==> src/sv/tbs_ram.sv <==
// Generic single-write, single-read RAM with registered read data.
`timescale 1ns / 1ps

module tbs_ram #(
  parameter int WIDTH = 32,
  parameter int DEPTH = 16,
  parameter int AW    = (DEPTH > 1) ? $clog2(DEPTH) : 1
) (
  input  logic             clk,
  input  logic             we,
  input  logic [AW-1:0]    waddr,
  input  logic [WIDTH-1:0] wdata,
  input  logic [AW-1:0]    raddr,
  output logic [WIDTH-1:0] rdata
);

  logic [WIDTH-1:0] mem [DEPTH];

  // Write port
  always_ff @(posedge clk) begin
    if (we) begin
      mem[waddr] <= wdata;
    end
  end

  // Registered read port
  always_ff @(posedge clk) begin
    rdata <= mem[raddr];
  end

endmodule

==> config.mk <==
export PLATFORM = sky130hd
export DESIGN_NAME = tbs_ram
export DESIGN_NICKNAME = d
export VERILOG_FILES = /design/src/sv/tbs_ram.sv
export SDC_FILE = /design/constraint.sdc
export NUM_CORES = 1
export LEC_CHECK = 0
export ABC_AREA = 1
export BUFFER_PORTS_ARGS = -buffer_cell sky130_fd_sc_hd__clkbuf_2
export CORE_UTILIZATION = 45
export CTS_CLUSTER_DIAMETER = 40
export CTS_CLUSTER_SIZE = 10
export DETAILED_ROUTE_END_ITERATION = 8
export PLACE_DENSITY_LB_ADDON = 0.1
export SETUP_SLACK_MARGIN = 0.4
export SYNTH_ARGS = -nofsm -noshare
export SYNTH_HDL_FRONTEND = slang
export SYNTH_SLANG_ARGS = --single-unit
==> constraint.sdc <==
create_clock -name clk -period 3.3 [get_ports clk]
set_input_delay 0.495 -clock clk [delete_from_list [all_inputs] [get_ports clk]]
set_output_delay 0.495 -clock clk [all_outputs]
set_load 0.05 [all_outputs]
==> flow_summary.toml <==
[sta]
min_period_ps = 1820
slew_headroom_pct = 39.3
post-route-period-util_pct = 55.0
rsz0062_at_grt = "no"
tns_ps = 0
whs_ps = 320
finalClockSkew_ps = 14.5
hold_viol_final = 0
fmax_ghz = 0.551
tightest_slew_ps = 909
report.final.slew_viol_count = 0
setup_viol = 0

[clocking]
numCtsBuffers = 85
cts_setup_buffers = 0
htree_num_levels = 3
ctsResizeCount = 0
clock_sinks = 544
root_buffer = "clkbuf_16"
cts_tree = "done"
clk_pin_slew_ps = 60
hold_buffers = 0
cts_buffer_depth = 3
insertion_delay_ps = 610

[setup_path]
r2r_cells = 6
cp.required_ps = 2800
r2r-end = "rdata[25]"
cp-start-kind = "flip-flop"
critical_path_class = "flip-flop to output port"
cp_num_buf_inv = 1
crit_path_max_incr_delay_ps = 400
reg2reg_slack_ps = 2220
crit_path_end_kind = "output port"
crit_family = "flip-flops"
path_cells = "clkbuf_2"
crit_fanout = 1
slowest_stage = "dfxtp_1"
rr_startpoint = "mem[5][25]"
cp.arrival_ps = 1320

[min_path]
whs_endpoint = "mem[7][3]"
min_path_type = "primary input to flip-flop"
min_from = "wdata[3]"
hold_depth = 1

[global_routing]
grt_max_degree = 129
grt_pass1_vias = 14400
antenna_found_initial = 2
gr-usage-all-layers_pct = 22.9
gr-total-overflow = 0
grt_pass1_wl_um = 86700

[floorplan]
initial_utilization_pct = 46.1
die-area_um2 = 51400
io_pins = 74
core_um2 = 49400
die_h_um = 227
num_rows = 81
die_x_um = 227

[yosys]
synth_ff_type = "edfxtp_1"
synthCells = 2120
ys_seq_area_share_pct = 70.5
ys_warn_count = 0
synthTopCellsByArea = "edfxtp_1 68%, nand2_1 11%, nand3_1 8.5%"
synth_top_cell_by_area = "edfxtp_1"
synthSimpleGateAreaFrac_pct = 20.0
synthArstFlopShare_pct = 0
netlist_area_um2 = 22700
synthDistinctLibCells = 15
synth_top_family_by_area = "simple AND/OR/NAND/NOR gates"
synth_xor_area_share_pct = 0
ys_ff_latch = 544
syn_nets = 2162
synth_adder_area_share_pct = 0
synth_common_cells = "677 x nand2_1, 512 x edfxtp_1, 388 x inv_1"
syn_avg_cell_area_um2 = 10.7
yosysTopAreaCellShare_pct = 67.6
synthMostInstantiatedCell = "nand2_1"
synthMuxAreaShare_pct = 0
synth_compound_area_share_pct = 0
synth_edf_count = 512

[power_and_ir_drop]
leakagePower_uw = 0.0113
irDropWorstVdd_uv = 439
powerDensity_nw_per_um2 = 659

[status]
status = "completed"

[final_layout]
drive_gt1_share_pct = 11.4
fillCellCount = 4305
fin_nets = 2248
syn_to_final_growth_pct = 16.9

[routing]
routed_wl_um = 56600
dr.pass1.iters = 5
avgRoutedWirePerCell_um = 19.3
via_per_inst = 4.96
vias = 14600
drc_errors = 0
first_iter_violations = 1165
postRouteAntennaNets = 0

[place]
hpwlAfterDp_um = 30500
gp_congestion = 0.812
portBuffers = 73

[job]
drv_cap = 0
metrics by stage:
step                instance area [µm²]  setup WS (ps)  power (µW)  instances  utilization, %
global route                      26600           1440       18100       2941            53.8
detailed placement                23800            946        8990       2783            48.1
global placement                  23800            947        8980       2783            48.1
finish                            26600           1480       17500       2942            53.8
floorplan                         22700            812        8590       2120               -
CTS                               26600           1430       17700       2941            53.8
cell type report:
class	count	area, µm²	share of cell area, %
antenna	1	2.50	0.00942
clock buffer	105	2240	8.45
clock inverter	53	557	2.10
inverter	390	1470	5.55
multi-input combinational	1081	4670	17.6
sequential	544	16000	60.3
tap	664	831	3.13
timing repair buffer	104	774	2.92
power breakdown:
| part | switching (µW) | internal, µW | total, µW |
|---|---|---|---|
| logic | 802 | 249 | 1050 |
| clock network | 3180 | 5490 | 8670 |
| registers | 52.1 | 7740 | 7790 |
| total | 4030 | 13500 | 17500 |
registers in the layout, indices dropped and copies added (netlist names):
name,count
mem,512
rdata,32
worst max-delay path by stage:
stage / start / to / slack (ps) / cells after the start
2_1_floorplan: waddr[2] / mem[10][0] / 810 / 2
3_3_place_gp: raddr[0] / rdata[14] / 950 / 8
3_5_place_dp: raddr[0] / rdata[9] / 950 / 8
4_1_cts: rdata[0] / rdata[0] / 1430 / 1
5_1_grt: rdata[31] / rdata[31] / 1440 / 1
6_report: rdata[12] / rdata[12] / 1480 / 1
placed cells by master, fill, tap and decap left out, types with 2 or more instances in the layout:
cell / count
clkinv_1: 5
dfxtp_1: 32
nand2_1: 677
nand3_1: 385
clkinvlp_4: 12
inv_6: 5
clkinv_2: 12
buf_12: 13
clkbuf_16: 86
clkbuf_8: 3
clkinv_4: 10
clkbuf_1: 17
clkbuf_2: 70
inv_1: 386
inv_2: 2
edfxtp_1: 512
nand3b_1: 2
nor2_4: 16
bufinv_16: 8
buf_4: 20
routing by layer:
layer	share of wire, %	up-vias	routed length [µm]	GRT usage (%)
li1	-	7052	-	-
met1	43	7046	24300	29.4
met2	48	380	27400	38.2
met3	5.4	121	3070	4.59
met4	3.4	2	1930	8.81
met5	0.016	-	9	0
kinds of logic after synthesis:
family | after synthesis
DFF | 544
buffers and inverters | 495
and+or+nand+nor | 1081
(Power assumes the default switching activity.)
