`config.mk`:
```
export PLATFORM = sky130hd
export DESIGN_NAME = tbs_mac
export DESIGN_NICKNAME = d
export VERILOG_FILES = /design/src/sv/tbs_pkg.sv /design/src/sv/tbs_mac.sv
export SDC_FILE = /design/constraint.sdc
export NUM_CORES = 2
export LEC_CHECK = 0
export BUFFER_PORTS_ARGS = -buffer_cell sky130_fd_sc_hd__buf_2
export CAP_MARGIN = 20
export CORE_MARGIN = 5
export CORE_UTILIZATION = 60
export DETAILED_ROUTE_END_ITERATION = 8
export PLACE_DENSITY = 0.86
export SLEW_MARGIN = 20
export SYNTH_ARGS = -nofsm -noshare
export SYNTH_HDL_FRONTEND = slang
export SYNTH_SLANG_ARGS = --single-unit
```
`constraint.sdc`:
```
create_clock -name clk -period 10.6 [get_ports clk]
set_input_delay 0 -clock clk [delete_from_list [all_inputs] [get_ports clk]]
set_output_delay 0 -clock clk [all_outputs]
set_load 0.1 [all_outputs]
```
`src/sv/tbs_pkg.sv`:
```
// Shared types, codes and widths of the triangular block solver.
`timescale 1ns / 1ps

package tbs_pkg;

  // Fixed field and datapath widths (Q8.24 values)
  localparam int VAL_W     = 32;
  localparam int FRAC_W    = 24;
  localparam int ACC_W     = 48;
  localparam int MUL_A_W   = 33;
  localparam int PROD_W    = MUL_A_W + VAL_W;
  localparam int LO_W      = 34;
  localparam int CFG_W     = 16;
  localparam int CFG_IDX_W = 2;

  // Item kinds
  localparam logic [1:0] KIND_TRI   = 2'd0;
  localparam logic [1:0] KIND_RHS   = 2'd1;
  localparam logic [1:0] KIND_SOLVE = 2'd2;

  // Configuration register indexes
  localparam logic [CFG_IDX_W-1:0] CFG_UPPER_MODE = 2'd0;
  localparam logic [CFG_IDX_W-1:0] CFG_ROW_STRIDE = 2'd1;
  localparam logic [CFG_IDX_W-1:0] CFG_COL_STRIDE = 2'd2;

  typedef struct packed {
    logic [1:0]              kind;
    logic [1:0]              row;
    logic [2:0]              col;
    logic signed [VAL_W-1:0] value;
  } tbs_item_t;

  typedef struct packed {
    logic [1:0]              res_row;
    logic [2:0]              res_col;
    logic [31:0]             out_offset;
    logic signed [VAL_W-1:0] solution;
    logic                    last;
  } tbs_result_t;

  typedef enum logic [3:0] {
    ST_IDLE,
    ST_ELEM,
    ST_TERM_RD,
    ST_TERM_MUL,
    ST_TERM_ACC,
    ST_DIAG_RD,
    ST_DIFF,
    ST_MUL_LO,
    ST_MUL_HI,
    ST_EMIT
  } tbs_state_t;

  typedef enum logic [2:0] {
    MOP_NONE,
    MOP_TERM,
    MOP_ACC,
    MOP_DIFF,
    MOP_LO,
    MOP_HI
  } tbs_mop_t;

  typedef struct packed {
    logic     clear_acc;
    tbs_mop_t op;
  } tbs_mac_ctl_t;

endpackage

```
`src/sv/tbs_mac.sv`:
```
// Shared multiplier with accumulator, difference and saturation for the solver.
`timescale 1ns / 1ps

module tbs_mac import tbs_pkg::*; (
  input  logic                    clk,
  input  tbs_mac_ctl_t            ctl,
  input  logic signed [VAL_W-1:0] tri_rdata,
  input  logic signed [VAL_W-1:0] rhs_rdata,
  output logic signed [VAL_W-1:0] x_sat
);

  logic signed [MUL_A_W-1:0] mul_a;
  logic signed [VAL_W-1:0]   mul_b;
  logic signed [PROD_W-1:0]  prod;
  logic signed [PROD_W-1:0]  sum;
  logic signed [ACC_W-1:0]   acc;
  logic signed [ACC_W-1:0]   term;
  logic signed [ACC_W-1:0]   diff;
  logic signed [VAL_W-1:0]   areg;
  logic signed [LO_W-1:0]    lo_term;

  // Select multiplier operands: off-diagonal term, or low/high half of the difference
  always_comb begin
    mul_a = {{(MUL_A_W-VAL_W){rhs_rdata[VAL_W-1]}}, rhs_rdata};
    mul_b = tri_rdata;
    case (ctl.op)
      MOP_LO: begin
        mul_a = {{(MUL_A_W-FRAC_W){1'b0}}, diff[FRAC_W-1:0]};
        mul_b = areg;
      end
      MOP_HI: begin
        mul_a = {{(MUL_A_W-(ACC_W-FRAC_W)){diff[ACC_W-1]}}, diff[ACC_W-1:FRAC_W]};
        mul_b = areg;
      end
      default: begin
      end
    endcase
  end

  // Floor of the product by 2^24, widened to the accumulator
  assign term = {{(ACC_W-(PROD_W-FRAC_W)){prod[PROD_W-1]}}, prod[PROD_W-1:FRAC_W]};

  // Register the product, accumulate, form the difference
  always_ff @(posedge clk) begin
    if (ctl.clear_acc) begin
      acc <= '0;
    end
    case (ctl.op)
      MOP_TERM: prod <= mul_a * mul_b;
      MOP_ACC:  acc  <= acc + term;
      MOP_DIFF: begin
        diff <= {{(ACC_W-VAL_W){rhs_rdata[VAL_W-1]}}, rhs_rdata} - acc;
        areg <= tri_rdata;
      end
      MOP_LO:   prod <= mul_a * mul_b;
      MOP_HI: begin
        lo_term <= prod[FRAC_W+LO_W-1:FRAC_W];
        prod    <= mul_a * mul_b;
      end
      default: begin
      end
    endcase
  end

  // Join the high product with the floored low part and saturate
  assign sum = prod + {{(PROD_W-LO_W){lo_term[LO_W-1]}}, lo_term};

  always_comb begin
    if ((&sum[PROD_W-1:VAL_W-1]) || !(|sum[PROD_W-1:VAL_W-1])) begin
      x_sat = sum[VAL_W-1:0];
    end else if (sum[PROD_W-1]) begin
      x_sat = {1'b1, {(VAL_W-1){1'b0}}};
    end else begin
      x_sat = {1'b0, {(VAL_W-1){1'b1}}};
    end
  end

endmodule

```
==> results.cfg <==
[logic_synthesis]
synth_nets = 7316
yosysTopAreaCell = fa_1
synth_edf_count = 227
postSynthCellCount = 5811
syn_area_sq_mm = 0.0531
yosysTopAreaCellShare_pct = 41.2
synth_area_leaders = fa_1 41%, edfxtp_1 13%, ha_1 8.1%
synth_top_cells_by_count = 1105 x inv_1, 1093 x fa_1, 775 x nand2_1, 685 x nor2_1, 343 x ha_1
synth_most_common_cell = inv_1
ys_warn_count = 0
avgSynthCellArea_sq_um = 9.15
ys_seq_area_share_pct = 12.8
synth-async-reset-ratio_pct = 0
synth_flop_cell = edfxtp_1
synth_cell_type_count = 94
synth_seq_cells = 227

[setup_path]
critical_path_class = in2reg
max_stage_delay_ns = 0.90
cp-end-kind = register
start_kind = input pin
rrSetupSlack_ns = 0.96
required_ns = 10.91
crit_fanout = 22
cp.arrival_ns = 10.19
cpMostUsedCell = fa_1
critPathSlowestCell = mux2i_2

[route]
wire_per_inst_microns = 24.4
finalWirelength_microns = 172000
drt_pass1_iterations = 6
vias = 43700
vias_per_cell = 6.18
ant_nets = 0
drtIter0Drc = 4660
drc = 0

[timing]
skew_ns = 0.0387
hold_viol = 0
rsz0062_at_grt = false
hold_ws_ns = 0.0408
slew_headroom_pct = 20.3
worst_slack_ns = 0.721
setup_tns_ns = 0
fin_crit_ns = 9.88
setup_viol = 0
slew_viol_final = 0
fmax_ghz = 0.101
worstMarginPinSlew_ns = 1.19
post-route-period-util_pct = 93.2

[hold_path]
hold_path.class = in2reg

[finish]
drive_above_1_share_pct = 6.20
area_growth_pct = 6.42
fillers = 6877
nets = 7386
final_util_pct = 64.2

[place]
pre_cts_ws_ns = 0.771
port_buffers = 100
post-dp-hpwl_microns = 141000
gp_congestion = 1.04

[clock_network]
cts_resized = 0
numCtsBuffers = 25
cts_max_path_buffers = 3
clk_pin_slew_ns = 0.07
htree_levels = 1
cts.sinks = 227
clock_latency_ns = 0.60
cts_tree = built
root_buffer = clkbuf_16

[status]
status = complete, no violations

[floorplanning]
core_sq_mm = 0.0881
fp.dieW_microns = 308
rows = 109
initial_core_util_pct = 60.3
fp.dieArea_sq_mm = 0.0946
die-height_microns = 308
ios = 101

[global_routing]
grt_max_degree = 75
first_global_vias = 46000
grt_pass1_wl_microns = 263000
antenna_found_initial = 6
overflow = 0
grtUsageTotal_pct = 36.7

[run]
maxCapViolCount = 0
worst max-delay path: cells and delay by family:
family          cells  cell delay [ns]
fa+ha+maj           9             4.40
buf+inv             6             1.56
simple gates        2             0.58
compound gates     11             2.53
mux                 1             0.90
xor+xnor            1             0.19
routing by layer:
layer  share of wire [%]  wire [microns]  up-vias  GRT usage (%)
met1                  33           57100    21400           44.2
li1                    -               -    18400              -
met2                  44           75800     2987           57.2
met4                 9.5           16400        2           25.4
met5              0.0052               9        -              0
met3                  13           22900      931           10.8
cells by family (layout without fill, tap and decap cells):
logic type	count (synthesis)	in the layout	share of synthesized area (%)
simple gates	1753	1753	13.7
fa+ha+maj	1436	1436	49.2
xor+xnor	194	194	3.20
mux	56	56	1.05
buf+inv	1341	1429	9.74
other cells	0	4	0
flops	227	227	12.8
compound gates	804	804	10.2
per-stage QoR:
step,area (sq um),cells
floorplan,53100,5811
global placement,55300,6981
detailed placement,55300,6982
CTS,56500,7063
global route,56600,7065
finish,56600,7068
final cells by class:
| cell class | instances | area (sq um) | share of cell area [%] |
|---|---|---|---|
| Antenna cell | 4 | 10.0 | 0.0177 |
| Clock buffer | 28 | 637 | 1.13 |
| Tap cell | 1165 | 1460 | 2.58 |
| Inverter | 1105 | 4150 | 7.33 |
| Clock inverter | 17 | 215 | 0.380 |
| Multi-Input combinational cell | 4243 | 41300 | 73.0 |
| Sequential cell | 227 | 6820 | 12.1 |
| Timing Repair Buffer | 279 | 1970 | 3.49 |
layout by cell type, fill, tap and decap left out, types with 14 or more instances in the layout:
master / Yosys / layout
buf_2: 1 / 100
nand4_1: 39 / 39
nor2b_1: 25 / 24
ha_1: 343 / 343
nand2_1: 775 / 775
a21oi_1: 216 / 216
o211ai_1: 14 / 14
a21o_1: 134 / 134
a31oi_1: 26 / 26
dlygate4sd3_1: 2 / 36
mux2i_1: 56 / 41
and2_1: 27 / 27
nand3_1: 47 / 47
and3_1: 30 / 30
fa_1: 1093 / 1093
xor2_1: 74 / 73
nand2b_1: 27 / 25
o311ai_1: 21 / 21
nor2_1: 685 / 684
inv_1: 1105 / 1105
o21ai_0: 123 / 118
nor3_1: 31 / 31
o21ai_1: 24 / 25
a211oi_1: 26 / 26
buf_4: 5 / 140
edfxtp_1: 227 / 227
clkbuf_16: 0 / 25
o21bai_1: 36 / 36
o21a_1: 55 / 55
xnor2_1: 120 / 120
state kept, by name, indices dropped and copies added (netlist names):
signal   flops
areg        32
prod        65
diff        48
lo_term     34
acc         48
final timing paths:
| check | from | depth (start not counted) | end |
|---|---|---|---|
| max | ctl[1] | 30 | prod[63] |
| min | rhs_rdata[2] | 3 | diff[2] |
| max reg2reg | diff[35] | 26 | prod[63] |
| min reg2reg | prod[26] | 0 | lo_term[2] |
timing repair:
item / in CTS / in global routing
buffers inserted: 0 / 0
endpoints found under the hold margin: 40 / 0
hold buffers: 36 / 0
Power is not shown: default switching activity piles up to over one toggle a cycle in this logic, so the estimate is an artifact.
