$ cat src/sv/tbs_pkg.sv
// Shared types, codes and widths of the triangular block solver.
`timescale 1ns / 1ps

package tbs_pkg;

  // Fixed field and datapath widths (Q8.24 values)
  localparam int VAL_W     = 32;
  localparam int FRAC_W    = 24;
  localparam int ACC_W     = 48;
  localparam int MUL_A_W   = 33;
  localparam int PROD_W    = MUL_A_W + VAL_W;
  localparam int LO_W      = 34;
  localparam int CFG_W     = 16;
  localparam int CFG_IDX_W = 2;

  // Item kinds
  localparam logic [1:0] KIND_TRI   = 2'd0;
  localparam logic [1:0] KIND_RHS   = 2'd1;
  localparam logic [1:0] KIND_SOLVE = 2'd2;

  // Configuration register indexes
  localparam logic [CFG_IDX_W-1:0] CFG_UPPER_MODE = 2'd0;
  localparam logic [CFG_IDX_W-1:0] CFG_ROW_STRIDE = 2'd1;
  localparam logic [CFG_IDX_W-1:0] CFG_COL_STRIDE = 2'd2;

  typedef struct packed {
    logic [1:0]              kind;
    logic [1:0]              row;
    logic [2:0]              col;
    logic signed [VAL_W-1:0] value;
  } tbs_item_t;

  typedef struct packed {
    logic [1:0]              res_row;
    logic [2:0]              res_col;
    logic [31:0]             out_offset;
    logic signed [VAL_W-1:0] solution;
    logic                    last;
  } tbs_result_t;

  typedef enum logic [3:0] {
    ST_IDLE,
    ST_ELEM,
    ST_TERM_RD,
    ST_TERM_MUL,
    ST_TERM_ACC,
    ST_DIAG_RD,
    ST_DIFF,
    ST_MUL_LO,
    ST_MUL_HI,
    ST_EMIT
  } tbs_state_t;

  typedef enum logic [2:0] {
    MOP_NONE,
    MOP_TERM,
    MOP_ACC,
    MOP_DIFF,
    MOP_LO,
    MOP_HI
  } tbs_mop_t;

  typedef struct packed {
    logic     clear_acc;
    tbs_mop_t op;
  } tbs_mac_ctl_t;

endpackage

$ cat src/sv/tbs_ctrl.sv
// Sequencer of the solver: loads, element and term counters, store addressing, results.
`timescale 1ns / 1ps

module tbs_ctrl import tbs_pkg::*; #(
  parameter int BLOCK_ROWS = 4,
  parameter int BLOCK_COLS = 8,
  parameter int TRI_AW     = 4,
  parameter int RHS_AW     = 5
) (
  input  logic                    clk,
  input  logic                    rst,
  input  logic                    start,
  output logic                    busy,
  input  tbs_item_t               item,
  input  logic                    upper_mode,
  input  logic [CFG_W-1:0]        row_stride,
  input  logic [CFG_W-1:0]        col_stride,
  output tbs_mac_ctl_t            mac_ctl,
  input  logic signed [VAL_W-1:0] x_sat,
  output logic                    tri_we,
  output logic [TRI_AW-1:0]       tri_waddr,
  output logic [TRI_AW-1:0]       tri_raddr,
  output logic                    rhs_we,
  output logic [RHS_AW-1:0]       rhs_waddr,
  output logic [VAL_W-1:0]        rhs_wdata,
  output logic [RHS_AW-1:0]       rhs_raddr,
  output logic                    res_strobe,
  output tbs_result_t             result
);

  localparam int ROW_IW = (BLOCK_ROWS > 1) ? $clog2(BLOCK_ROWS) : 1;
  localparam int COL_IW = (BLOCK_COLS > 1) ? $clog2(BLOCK_COLS) : 1;
  localparam int RCNT_W = $clog2(BLOCK_ROWS + 1);
  localparam int IDX_W  = (ROW_IW > COL_IW) ? ROW_IW : COL_IW;
  localparam int OFF_W  = CFG_W + IDX_W + 1;

  tbs_state_t        state, state_next;
  logic [ROW_IW-1:0] i, i_next;
  logic [COL_IW-1:0] j, j_next;
  logic [RCNT_W-1:0] l, l_next;
  logic [RCNT_W-1:0] lo_l, hi_l;
  logic [ROW_IW-1:0] rd_l;
  logic              last_row, last_col;
  logic              take, load_tri, load_rhs;

  // Term range of the current row and end of sweep
  assign lo_l     = upper_mode ? (RCNT_W'(i) + 1'b1) : '0;
  assign hi_l     = upper_mode ? RCNT_W'(BLOCK_ROWS) : RCNT_W'(i);
  assign last_row = upper_mode ? (i == '0) : (i == ROW_IW'(BLOCK_ROWS - 1));
  assign last_col = (j == COL_IW'(BLOCK_COLS - 1));

  // Accept loads while idle, drop out-of-range ones
  assign busy     = (state != ST_IDLE);
  assign take     = start && !busy;
  assign load_tri = take && (item.kind == KIND_TRI) &&
                    (int'(item.row) < BLOCK_ROWS) && (int'(item.col) < BLOCK_ROWS);
  assign load_rhs = take && (item.kind == KIND_RHS) &&
                    (int'(item.row) < BLOCK_ROWS) && (int'(item.col) < BLOCK_COLS);

  // Store addressing: loads and write-back, term or diagonal reads
  assign rd_l      = (state == ST_TERM_RD) ? l[ROW_IW-1:0] : i;
  assign tri_we    = load_tri;
  assign tri_waddr = TRI_AW'(int'(item.row) * BLOCK_ROWS + int'(item.col));
  assign tri_raddr = TRI_AW'(int'(i) * BLOCK_ROWS + int'(rd_l));
  assign rhs_raddr = RHS_AW'(int'(rd_l) * BLOCK_COLS + int'(j));
  assign rhs_we    = load_rhs || (state == ST_EMIT);
  assign rhs_waddr = (state == ST_EMIT) ? RHS_AW'(int'(i) * BLOCK_COLS + int'(j))
                                        : RHS_AW'(int'(item.row) * BLOCK_COLS + int'(item.col));
  assign rhs_wdata = (state == ST_EMIT) ? x_sat : item.value;

  // Hold state and counters
  always_ff @(posedge clk) begin
    if (rst) begin
      state <= ST_IDLE;
      i     <= '0;
      j     <= '0;
      l     <= '0;
    end else begin
      state <= state_next;
      i     <= i_next;
      j     <= j_next;
      l     <= l_next;
    end
  end

  // Next state, counters and shared unit control
  always_comb begin
    state_next        = state;
    i_next            = i;
    j_next            = j;
    l_next            = l;
    mac_ctl.clear_acc = 1'b0;
    mac_ctl.op        = MOP_NONE;
    case (state)
      ST_IDLE: begin
        if (take && (item.kind == KIND_SOLVE)) begin
          state_next = ST_ELEM;
          i_next     = upper_mode ? ROW_IW'(BLOCK_ROWS - 1) : '0;
          j_next     = '0;
        end
      end
      ST_ELEM: begin
        mac_ctl.clear_acc = 1'b1;
        l_next            = lo_l;
        state_next        = (lo_l < hi_l) ? ST_TERM_RD : ST_DIAG_RD;
      end
      ST_TERM_RD: begin
        state_next = ST_TERM_MUL;
      end
      ST_TERM_MUL: begin
        mac_ctl.op = MOP_TERM;
        state_next = ST_TERM_ACC;
      end
      ST_TERM_ACC: begin
        mac_ctl.op = MOP_ACC;
        l_next     = l + 1'b1;
        state_next = ((l + 1'b1) == hi_l) ? ST_DIAG_RD : ST_TERM_RD;
      end
      ST_DIAG_RD: begin
        state_next = ST_DIFF;
      end
      ST_DIFF: begin
        mac_ctl.op = MOP_DIFF;
        state_next = ST_MUL_LO;
      end
      ST_MUL_LO: begin
        mac_ctl.op = MOP_LO;
        state_next = ST_MUL_HI;
      end
      ST_MUL_HI: begin
        mac_ctl.op = MOP_HI;
        state_next = ST_EMIT;
      end
      ST_EMIT: begin
        state_next = ST_ELEM;
        if (last_col) begin
          j_next = '0;
          if (last_row) begin
            state_next = ST_IDLE;
          end else begin
            i_next = upper_mode ? (i - 1'b1) : (i + 1'b1);
          end
        end else begin
          j_next = j + 1'b1;
        end
      end
      default: begin
        state_next = ST_IDLE;
      end
    endcase
  end

  // Result strobe
  always_ff @(posedge clk) begin
    if (rst) begin
      res_strobe <= 1'b0;
    end else begin
      res_strobe <= (state == ST_EMIT);
    end
  end

  // Result payload
  always_ff @(posedge clk) begin
    if (state == ST_EMIT) begin
      result.res_row    <= 2'(i);
      result.res_col    <= 3'(j);
      result.out_offset <= 32'(OFF_W'(i) * OFF_W'(row_stride) + OFF_W'(j) * OFF_W'(col_stride));
      result.solution   <= x_sat;
      result.last       <= last_row && last_col;
    end
  end

endmodule

$ cat config.mk
export PLATFORM = sky130hd
export DESIGN_NAME = tbs_ctrl
export DESIGN_NICKNAME = d
export VERILOG_FILES = /design/src/sv/tbs_pkg.sv /design/src/sv/tbs_ctrl.sv
export SDC_FILE = /design/constraint.sdc
export NUM_CORES = 1
export LEC_CHECK = 0
export ABC_CLOCK_PERIOD_IN_PS = 11300
export BUFFER_PORTS_ARGS = -buffer_cell sky130_fd_sc_hd__buf_2
export CORE_ASPECT_RATIO = 1.75
export CORE_MARGIN = 3
export CORE_UTILIZATION = 25
export DETAILED_ROUTE_END_ITERATION = 7
export SLEW_MARGIN = 20
export SYNTH_ARGS = -nofsm -noshare
export SYNTH_HDL_FRONTEND = slang
export SYNTH_SLANG_ARGS = --single-unit
$ cat constraint.sdc
create_clock -name clk -period 11.3 [get_ports clk]
set_input_delay 0.565 -clock clk [delete_from_list [all_inputs] [get_ports clk]]
set_output_delay 0.565 -clock clk [all_outputs]
set_load 0.01 [all_outputs]
==> metrics, run 1 <==
CTS tree=built; die span in x=between 100 and 150 um; CTS Hold Bufs=0; status=completed; Max Cap Viol=0; top post-synthesis cells by area=edfxtp_1 (30%), fa_1 (15%), nand2_1 (9.1%), and2_1 (7.2%), ha_1 (7.2%); worst hold slack=0.415 ns; nets=1033; synth unique cells=61; Flop pwr share=between 40 and 50%; Clk pwr share=42.4%; Num CTS Buffers=9; Max Slew Vio Count=0; synth warn=0; GPL Wtd Cong=roughly 0.85; Skew-Pair Late Insertion Delay=about 0.33 ns; dpl hpwl=13.1 mm; area leader, netlist=edfxtp_1; HP Class=input port to flip-flop; num rows=73; Layout Skew=slightly above 0.009 ns; H-tree Lvls=3; Power Total=~670 uW; most used cell, CP=fa_1; Via Count=5076; Setup Total Neg Slack=0 ns; synthesized instance count=641; vias in the first global route=5007; critical path depth=12; share of the synthesized area in the top cell type=29.6%; PwrDens=89.0 nW/um2; CTS Root Cell=clkbuf_16; first-pass GRT wire length=approximately 25 mm; largest net degree at the start of global routing=slightly below 80; global-route usage over all layers=12.3%; worst vdd ir=59.6 uV; worst setup path category=flip-flop to flip-flop; most frequent cell after synthesis=nand2_1; Psw=170 uW; io pins=235; Sw Ratio=about a quarter; initial antenna violation count=3; Setup Fix Bufs, Post-CTS=0; Synth Area per Inst=9.17 um2; Comb pwr share=roughly 14%; initial core utilization=between 20% and 30%; Int Pwr=approximately 500 uW; Die ar.=roughly 25000 um2; Routed Wire Length=16.1 mm; First-pass DRT Iterations=5; CP required=11.43 ns; achievable frequency=216 MHz; Worst Slack Setup Final=6.67 ns; Post-Syn Area=5880 um2; synthesized flop and latch total=~70; top cells by count, synth=nand2_1 (143), and2_1 (68), inv_1 (64); Sink Count=71; worst path cell trace=nand2_1 -> fa_1 -> fa_1 -> inv_1 -> fa_1 -> ha_1 -> a211oi_1 -> o21bai_1 -> o41ai_2 -> o21ai_1 -> mux2i_1 -> a2111oi_1; critical path capture point type=flip-flop; Port Buffer Count=roughly 220; core region area=22900 um2; Residual DRC=0; slowest cell on the critical path=dfxtp_1; GRT overflow=0; Vias/cell=4.40; final hold violations=0; FFs w/ async S/R, synth=0%; Worst slew margin=34.0%; CTS Buffer Depth=2; worst slack, placed=6.63 ns; share of cells above drive strength 1=between 20% and 30%; Max Fanout on Critical Path=21; Post-CTS Resized=0; DR iter-0 viols=209; clk slew on worst S/H paths=about 0.06 ns; sequential share of the synthesized area=34.1%; R2R cell count=12; Worst Max-Slew Pin Slew=~0.99 ns; Period minus WS final=4.63 ns; CP Buf/Inv Count=1; final period utilization=about two fifths; Crit path max-delay family=adder cells; Max stage delay on crit path=a little over 0.7 ns; Leakage=0.00375 uW; antenna-violating nets left=0; Final Util=32.7%; Startpoint Class=flip-flop; RSZ-0062 raised after global routing=false; Die H=~210 um; drt wl/cell=13.9 um; worst path arrival time=4.76 ns; top_reg_cell synth=edfxtp_1; Synth-to-Final Area Change=27.7%; number of synthesized flops with an enable pin=between 50 and 60; # setup viols final=0; hold path cells=1
==> stage by stage <==
| step | instances | instance area, um2 |
|---|---|---|
| after floorplan | 652 | 5920 |
| after global placement | 1136 | 7210 |
| after detailed placement | 1136 | 7210 |
| after CTS | 1152 | 7500 |
| after global routing | 1153 | 7510 |
| final | 1153 | 7510 |
==> worst paths after layout <==
path / from / endpoint / slack (ns)
setup / recovery: j[2] / result[51] / 6.67
setup reg to reg: j[2] / result[51] / 6.67
hold / removal: x_sat[28] / result[29] / 0.41
hold reg to reg: l[2] / l[2] / 0.55
==> logic make-up after synthesis <==
group / Yosys count / share of synthesized area (%)
AO/OA/AOI/OAI: 81 / 9.11
XOR/XNOR: 18 / 2.68
adder cells (fa/ha/maj): 79 / 22.6
buffers and inverters: 105 / 7.88
flip-flops: 71 / 34.1
multiplexers: 4 / 0.724
other: 1 / 0.0638
AND/OR/NAND/NOR: 282 / 22.9
==> layout make-up <==
class                   count  area (um2)
clock buffers               9         225
well taps                 300         375
repair buffers            224        1130
inverters                  65         245
flip-flops and latches     71        2000
diodes                      1        2.50
fillers                  2394       15400
multi-input cells         476        3460
clock inverters             7        72.6
==> worst reg2reg max path, delay by kind of cell, from the launching register on <==
| kind | cells | cell delay [ns] |
|---|---|---|
| simple gates | 1 | 0.17 |
| compound gates | 5 | 1.42 |
| fa+ha+maj | 4 | 1.93 |
| buf+inv | 1 | 0.06 |
| mux | 1 | 0.13 |
| flops | 1 | 0.72 |
==> layer usage <==
metal,part of all wire [%],vias up,global-route usage [%]
met1,37,2403,12.9
met3,5.7,23,2.52
met2,54,149,23.0
li1,-,2497,-
met5,0.13,-,0
met4,2.3,4,5.34
==> power groups by stage <==
stage | sequential, uW | combinational, uW | clock [uW]
4_1_cts | 292 | 93.6 | 296
3_3_place_gp | 298 | 92.0 | 0
3_5_place_dp | 298 | 93.2 | 0
5_1_grt | 293 | 104 | 304
6_report | 292 | 92.1 | 283
2_1_floorplan | 292 | 58.1 | 0
==> state kept, by name, indices dropped and copies added (netlist names) <==
register	flops
l	3
j	3
i	2
state	4
res_strobe	1
result	58
==> layout by cell type, fill, tap and decap left out, drive strengths merged, types with 2 or more instances in the layout <==
cell | Yosys | layout
a2111oi | 2 | 2
a211oi | 6 | 6
a21o | 4 | 4
a21oi | 20 | 20
a22oi | 2 | 2
a311oi | 2 | 2
a31oi | 6 | 6
and2 | 68 | 68
and3 | 3 | 3
buf | 18 | 224
clkbuf | 21 | 9
clkinv | 0 | 5
conb | 1 | 12
dfxtp | 13 | 13
edfxtp | 58 | 58
fa | 45 | 45
ha | 34 | 34
inv | 65 | 65
mux2 | 2 | 2
mux2i | 2 | 2
nand2 | 144 | 144
nand2b | 9 | 9
nand3 | 4 | 4
nor2 | 27 | 27
nor2b | 4 | 4
nor3 | 8 | 8
nor3b | 3 | 3
nor4 | 3 | 3
o211ai | 4 | 4
o21a | 3 | 3
o21ai | 17 | 17
o21bai | 2 | 2
o31ai | 2 | 2
o41ai | 3 | 3
or2 | 2 | 2
xnor2 | 11 | 11
xor2 | 7 | 7
No activity file was read; power rests on OpenSTA's default activity.
==> run 2: changes to the inputs <==
ABC_CLOCK_PERIOD_IN_PS = 4200   (was 11300)
clock period = 4.2 ns   (was 11.3 ns; I/O delays follow)
==> run 2 against run 1 <==
Against the previous run: sequential share of layout area is 0.67 points lower; final cell count is 1.4% higher; maximum frequency is 14% higher; clock skew is 0.0048 ns higher; highest routed layer unchanged.
==> metrics, run 2 (synthesis gave the netlist of run 1 again) <==
Port Buffer Count=222 (unchanged); core region area=22900 um2 (unchanged); global-route usage over all layers=12.8% (was 12.3%); initial antenna violation count=1 (was 3); Max Cap Viol=0 (unchanged); Flop pwr share=41.5% (was 43.8%); Synth-to-Final Area Change=31.2% (was 27.7%); worst hold slack=0.0449 ns (was 0.415 ns); CTS Root Cell=clkbuf_16 (unchanged); Reg with most FFs=result (unchanged); Worst slew margin=48.6% (was 34.0%); critical path capture point type=flip-flop (unchanged); nets=1050 (was 1033); first-pass GRT wire length=25.2 mm (was 24.5 mm); drt wl/cell=14.4 um (was 13.9 um); largest registers=result (58), state (4) (unchanged); Crit path max-delay family=adder cells (unchanged); most used cell, CP=fa_1 (unchanged); Final Util=33.7% (was 32.7%); worst setup path category=flip-flop to flip-flop (unchanged); worst vdd ir=175 uV (was 59.6 uV); # diodes=0 (was 1); commonest non-fill, non-tap cells in the layout=buf_2 (222), nand2_1 (143), and2_1 (68), inv_1 (64), edfxtp_1 (58) (unchanged); CTS Hold Bufs=0 (unchanged); share of cells above drive strength 1=32.2% (was 29.8%); Post-DP Area=7320 um2 (was 7210 um2); Residual DRC=0 (unchanged); Routed Wire Length=16.9 mm (was 16.1 mm); final period utilization=96.3% (was 41.0%); vias in the first global route=4957 (was 5007); Num CTS Buffers=9 (unchanged); antenna-violating nets left=0 (unchanged); Skew-Pair Late Insertion Delay=0.35 ns (was 0.33 ns); Layout Cell Area excl Fill=7710 um2 (was 7510 um2); Die ar.=25500 um2 (unchanged); Sw Ratio=25.4% (was 25.5%); Leakage=0.00386 uW (was 0.00375 uW); clk slew on worst S/H paths=0.07 ns (was 0.06 ns); Startpoint Class=flip-flop (unchanged); achievable frequency=247 MHz (was 216 MHz); Via Count=5135 (was 5076); Power Total=1880 uW (was 668 uW); Largest register FFs=58 (unchanged); Clk pwr share=44.7% (was 42.4%); dpl hpwl=13.6 mm (was 13.1 mm); slowest cell on the critical path=fa_1 (was dfxtp_1); Sink Count=71 (unchanged); worst path cell trace=buf_4 -> and2_1 -> fa_1 -> fa_1 -> inv_1 -> fa_1 -> inv_1 -> ha_1 -> o21ai_1 -> o21bai_1 -> o41ai_4 -> buf_4 -> a311o_1 -> xnor2_1 (was nand2_1 -> fa_1 -> fa_1 -> inv_1 -> fa_1 -> ha_1 -> a211oi_1 -> o21bai_1 -> o41ai_2 -> o21ai_1 -> mux2i_1 -> a2111oi_1); Max Slew Vio Count=0 (unchanged); Die H=209 um (unchanged); GRT overflow=0 (unchanged); CP Buf/Inv Count=4 (was 1); worst path arrival time=4.20 ns (was 4.76 ns); Vias/cell=4.39 (was 4.40); Int Pwr=1410 uW (was 498 uW); Comb pwr share=13.8% (about the same); PwrDens=244 nW/um2 (was 89.0 nW/um2); H-tree Lvls=3 (unchanged); CTS Buffer Depth=2 (unchanged); Psw=479 uW (was 170 uW); DR iter-0 viols=273 (was 209); Worst Max-Slew Pin Slew=0.772 ns (was 0.988 ns); # setup viols final=0 (unchanged); largest net degree at the start of global routing=53 (was 79); First-pass DRT Iterations=6 (was 5); final hold violations=0 (unchanged); initial core utilization=25.6% (unchanged); num rows=73 (unchanged); CP required=4.35 ns (was 11.43 ns); GPL Wtd Cong=0.848 (was 0.853); Max stage delay on crit path=0.55 ns (was 0.72 ns); leading cell type in the layout, fill and taps excluded=buf_2 (unchanged); die span in x=122 um (unchanged); worst reg2reg setup slack=0.16 ns (was 6.67 ns); CTS tree=built (unchanged); io pins=235 (unchanged); status=completed (unchanged); Period minus WS final=4.04 ns (was 4.63 ns); HP Class=input port to flip-flop (unchanged); Max Fanout on Critical Path=5 (was 21); Layout Skew=0.0139 ns (was 0.00906 ns)
==> run 2: final timing paths <==
path	start	endpoint	cells after the start
worst min register to register	l[1]	l[1]	2
worst max register to register	j[0]	result[45]	14
worst min-delay path	x_sat[26]	result[27]	1
worst max-delay path	j[0]	result[45]	14
==> run 2: stage by stage <==
step | instances | setup slack, ns | TNS [ns]
final | 1169 | 0.156 | 0
after global routing | 1169 | -0.0755 | -0.0760
after CTS | 1166 | 0.0443 | 0
after detailed placement | 1150 | 0.0742 | 0
after global placement | 1150 | 0.137 | 0
after floorplan | 652 | 0.0252 | 0
==> run 2: final cells by class <==
class | count | area (um2)
well taps | 300 | 375
clock inverters | 6 | 93.8
fillers | 2381 | 15200
repair buffers | 241 | 1270
multi-input cells | 476 | 3490
flip-flops and latches | 71 | 2010
clock buffers | 10 | 229
inverters | 65 | 245
==> run 2: power by group through the flow <==
| stage | clock, uW | combinational [uW] | sequential, uW |
|---|---|---|---|
| finish | 843 | 259 | 782 |
| global route | 899 | 291 | 783 |
| CTS | 872 | 263 | 782 |
| detailed placement | 0 | 262 | 797 |
| global placement | 0 | 259 | 797 |
| floorplan | 0 | 156 | 787 |
==> run 2: per-layer routing <==
metal | share of wire, % | wire length (um) | GRT usage (%) | up-vias
li1 | - | - | - | 2527
met1 | 39 | 6560 | 14.0 | 2390
met2 | 52 | 8810 | 23.2 | 187
met3 | 5.9 | 993 | 2.71 | 29
met4 | 3.0 | 514 | 6.07 | 2
met5 | 0.041 | 7 | 0 | -
==> run 2: what timing repair did <==
action	4_1_cts	5_1_grt
gates resized for setup	0	14
buffers inserted	0	3
endpoints found under the setup margin	0	8
endpoints found under the hold margin	0	0
==> run 3: changes to the inputs <==
CORE_UTILIZATION = 45   (was 25)
PLACE_DENSITY = 0.78   (was not set)
==> run 3 against run 2 <==
Against the previous run: register-to-register slack worse by 0.02 ns; critical path type unchanged; sequential cell count unchanged; largest cell class unchanged; critical path depth stayed put; global-route usage is 9.6 points higher; maximum frequency fell by 0.61%; via count increased by 2.0%; core utilization is 26 points higher; setup slack worse by 0.025 ns.
==> metrics, run 3 (synthesis gave the netlist of run 1 again) <==
Max Fanout on Critical Path=13 (was 5); Sink Count=71 (unchanged); status=completed (unchanged); worst vdd ir=192 uV (was 175 uV); Startpoint Class=flip-flop (unchanged); Num CTS Buffers=9 (unchanged); final hold violations=0 (unchanged); Die ar.=14500 um2 (was 25500 um2); CTS Buffer Depth=2 (unchanged); largest net degree at the start of global routing=47 (was 53); Skew-Pair Late Insertion Delay=0.34 ns (was 0.35 ns); worst path arrival time=4.22 ns (was 4.20 ns); Worst Max-Slew Pin Slew=0.652 ns (was 0.772 ns); CTS Root Cell=clkbuf_16 (unchanged); CTS Hold Bufs=0 (unchanged); worst path cell trace=buf_6 -> and2_1 -> fa_1 -> fa_1 -> inv_1 -> fa_1 -> inv_1 -> ha_1 -> o211ai_1 -> a21oi_2 -> o41ai_4 -> buf_4 -> a311o_1 -> xnor2_1 (was buf_4 -> and2_1 -> fa_1 -> fa_1 -> inv_1 -> fa_1 -> inv_1 -> ha_1 -> o21ai_1 -> o21bai_1 -> o41ai_4 -> buf_4 -> a311o_1 -> xnor2_1); vias in the first global route=5093 (was 4957); Largest register FFs=58 (unchanged); drt wl/cell=16.1 um (was 14.4 um); Max Slew Vio Count=0 (unchanged); share of cells above drive strength 1=32.4% (was 32.2%); final period utilization=96.9% (was 96.3%); Leakage=0.00385 uW (was 0.00386 uW); Max Cap Viol=0 (unchanged); dpl hpwl=13.8 mm (was 13.6 mm); Port Buffer Count=222 (unchanged); core region area=12600 um2 (was 22900 um2); nets=1047 (was 1050); io pins=235 (unchanged); initial antenna violation count=13 (was 1); global-route usage over all layers=22.4% (was 12.8%); achievable frequency=246 MHz (was 247 MHz); H-tree Lvls=3 (unchanged); CP required=4.35 ns (about the same); CTS tree=built (unchanged); Vias/cell=5.03 (was 4.39); Worst slew margin=56.5% (was 48.6%); die span in x=92.4 um (was 122 um); Reg with most FFs=result (unchanged); Synth-to-Final Area Change=28.5% (was 31.2%); Residual DRC=0 (unchanged); slowest cell on the critical path=fa_1 (unchanged); num rows=54 (was 73); Die H=157 um (was 209 um); Via Count=5239 (was 5135); antenna-violating nets left=0 (unchanged); CP Buf/Inv Count=4 (unchanged); worst setup path category=flip-flop to flip-flop (unchanged); PwrDens=249 nW/um2 (was 244 nW/um2); # setup viols final=0 (unchanged); HP Class=input port to flip-flop (unchanged); Layout Skew=0.00967 ns (was 0.0139 ns); largest registers=result (58), state (4) (unchanged); Setup Fix Bufs, Post-CTS=0 (unchanged); First-pass DRT Iterations=4 (was 6); worst reg2reg setup slack=0.13 ns (was 0.16 ns); leading cell type in the layout, fill and taps excluded=buf_2 (unchanged); most used cell, CP=fa_1 (unchanged); Power Total=1880 uW (about the same); Crit path max-delay family=adder cells (unchanged); first-pass GRT wire length=25.1 mm (was 25.2 mm); DR iter-0 viols=224 (was 273); initial core utilization=46.5% (was 25.6%); critical path capture point type=flip-flop (unchanged); Setup Total Neg Slack=0 ns (unchanged); Period minus WS final=4.07 ns (was 4.04 ns); Max stage delay on crit path=0.55 ns (about the same); GPL Wtd Cong=0.915 (was 0.848); commonest non-fill, non-tap cells in the layout=buf_2 (222), nand2_1 (143), and2_1 (68), inv_1 (64), edfxtp_1 (58) (unchanged); Routed Wire Length=16.8 mm (was 16.9 mm); GRT overflow=0 (unchanged); clk slew on worst S/H paths=0.06 ns (was 0.07 ns)
## run 3: layer usage
metal	vias to the layer above	global-route usage (%)	share of wire (%)
met2	193	42.3	54
li1	2533	-	-
met5	-	0	0.46
met4	12	8.93	2.4
met1	2467	21.1	33
met3	34	9.09	10
## run 3: area by class of cell
class                   instances  area [um2]
well taps                     168         210
clock inverters                 6        93.8
multi-input cells             476        3510
inverters                      65         245
flip-flops and latches         71        2010
clock buffers                  10         229
fillers                      1126        5080
repair buffers                238        1240
diodes                          7        17.5
## run 3: what timing repair did
action / in CTS / in global routing
resized for setup: 1 / 18
pin swaps: 0 / 2
endpoints found under the setup margin: 1 / 9
## run 3: worst paths after layout
kind / start / to / depth (start not counted)
worst max-delay path: j[2] / result[45] / 14
worst min-delay path: x_sat[29] / result[30] / 1
worst min register to register: l[2] / l[2] / 2
worst max register to register: j[2] / result[45] / 14
## run 3: stage by stage
step                utilization, %  instances  hold slack (ns)  area [um2]  worst slack, ns
floorplan                        -        652            0.309        5920           0.0252
global placement              56.6       1018            0.401        7150           0.0905
detailed placement            56.6       1018            0.403        7150        0.0000617
CTS                           59.1       1034           0.0486        7470           0.0312
global route                  59.7       1039           0.0499        7550       -0.0000542
finish                        59.8       1041           0.0612        7550            0.131
## run 3: power breakdown
group | switching (uW) | internal, uW
clock network | 314 | 525
logic | 144 | 116
registers | 16.7 | 765
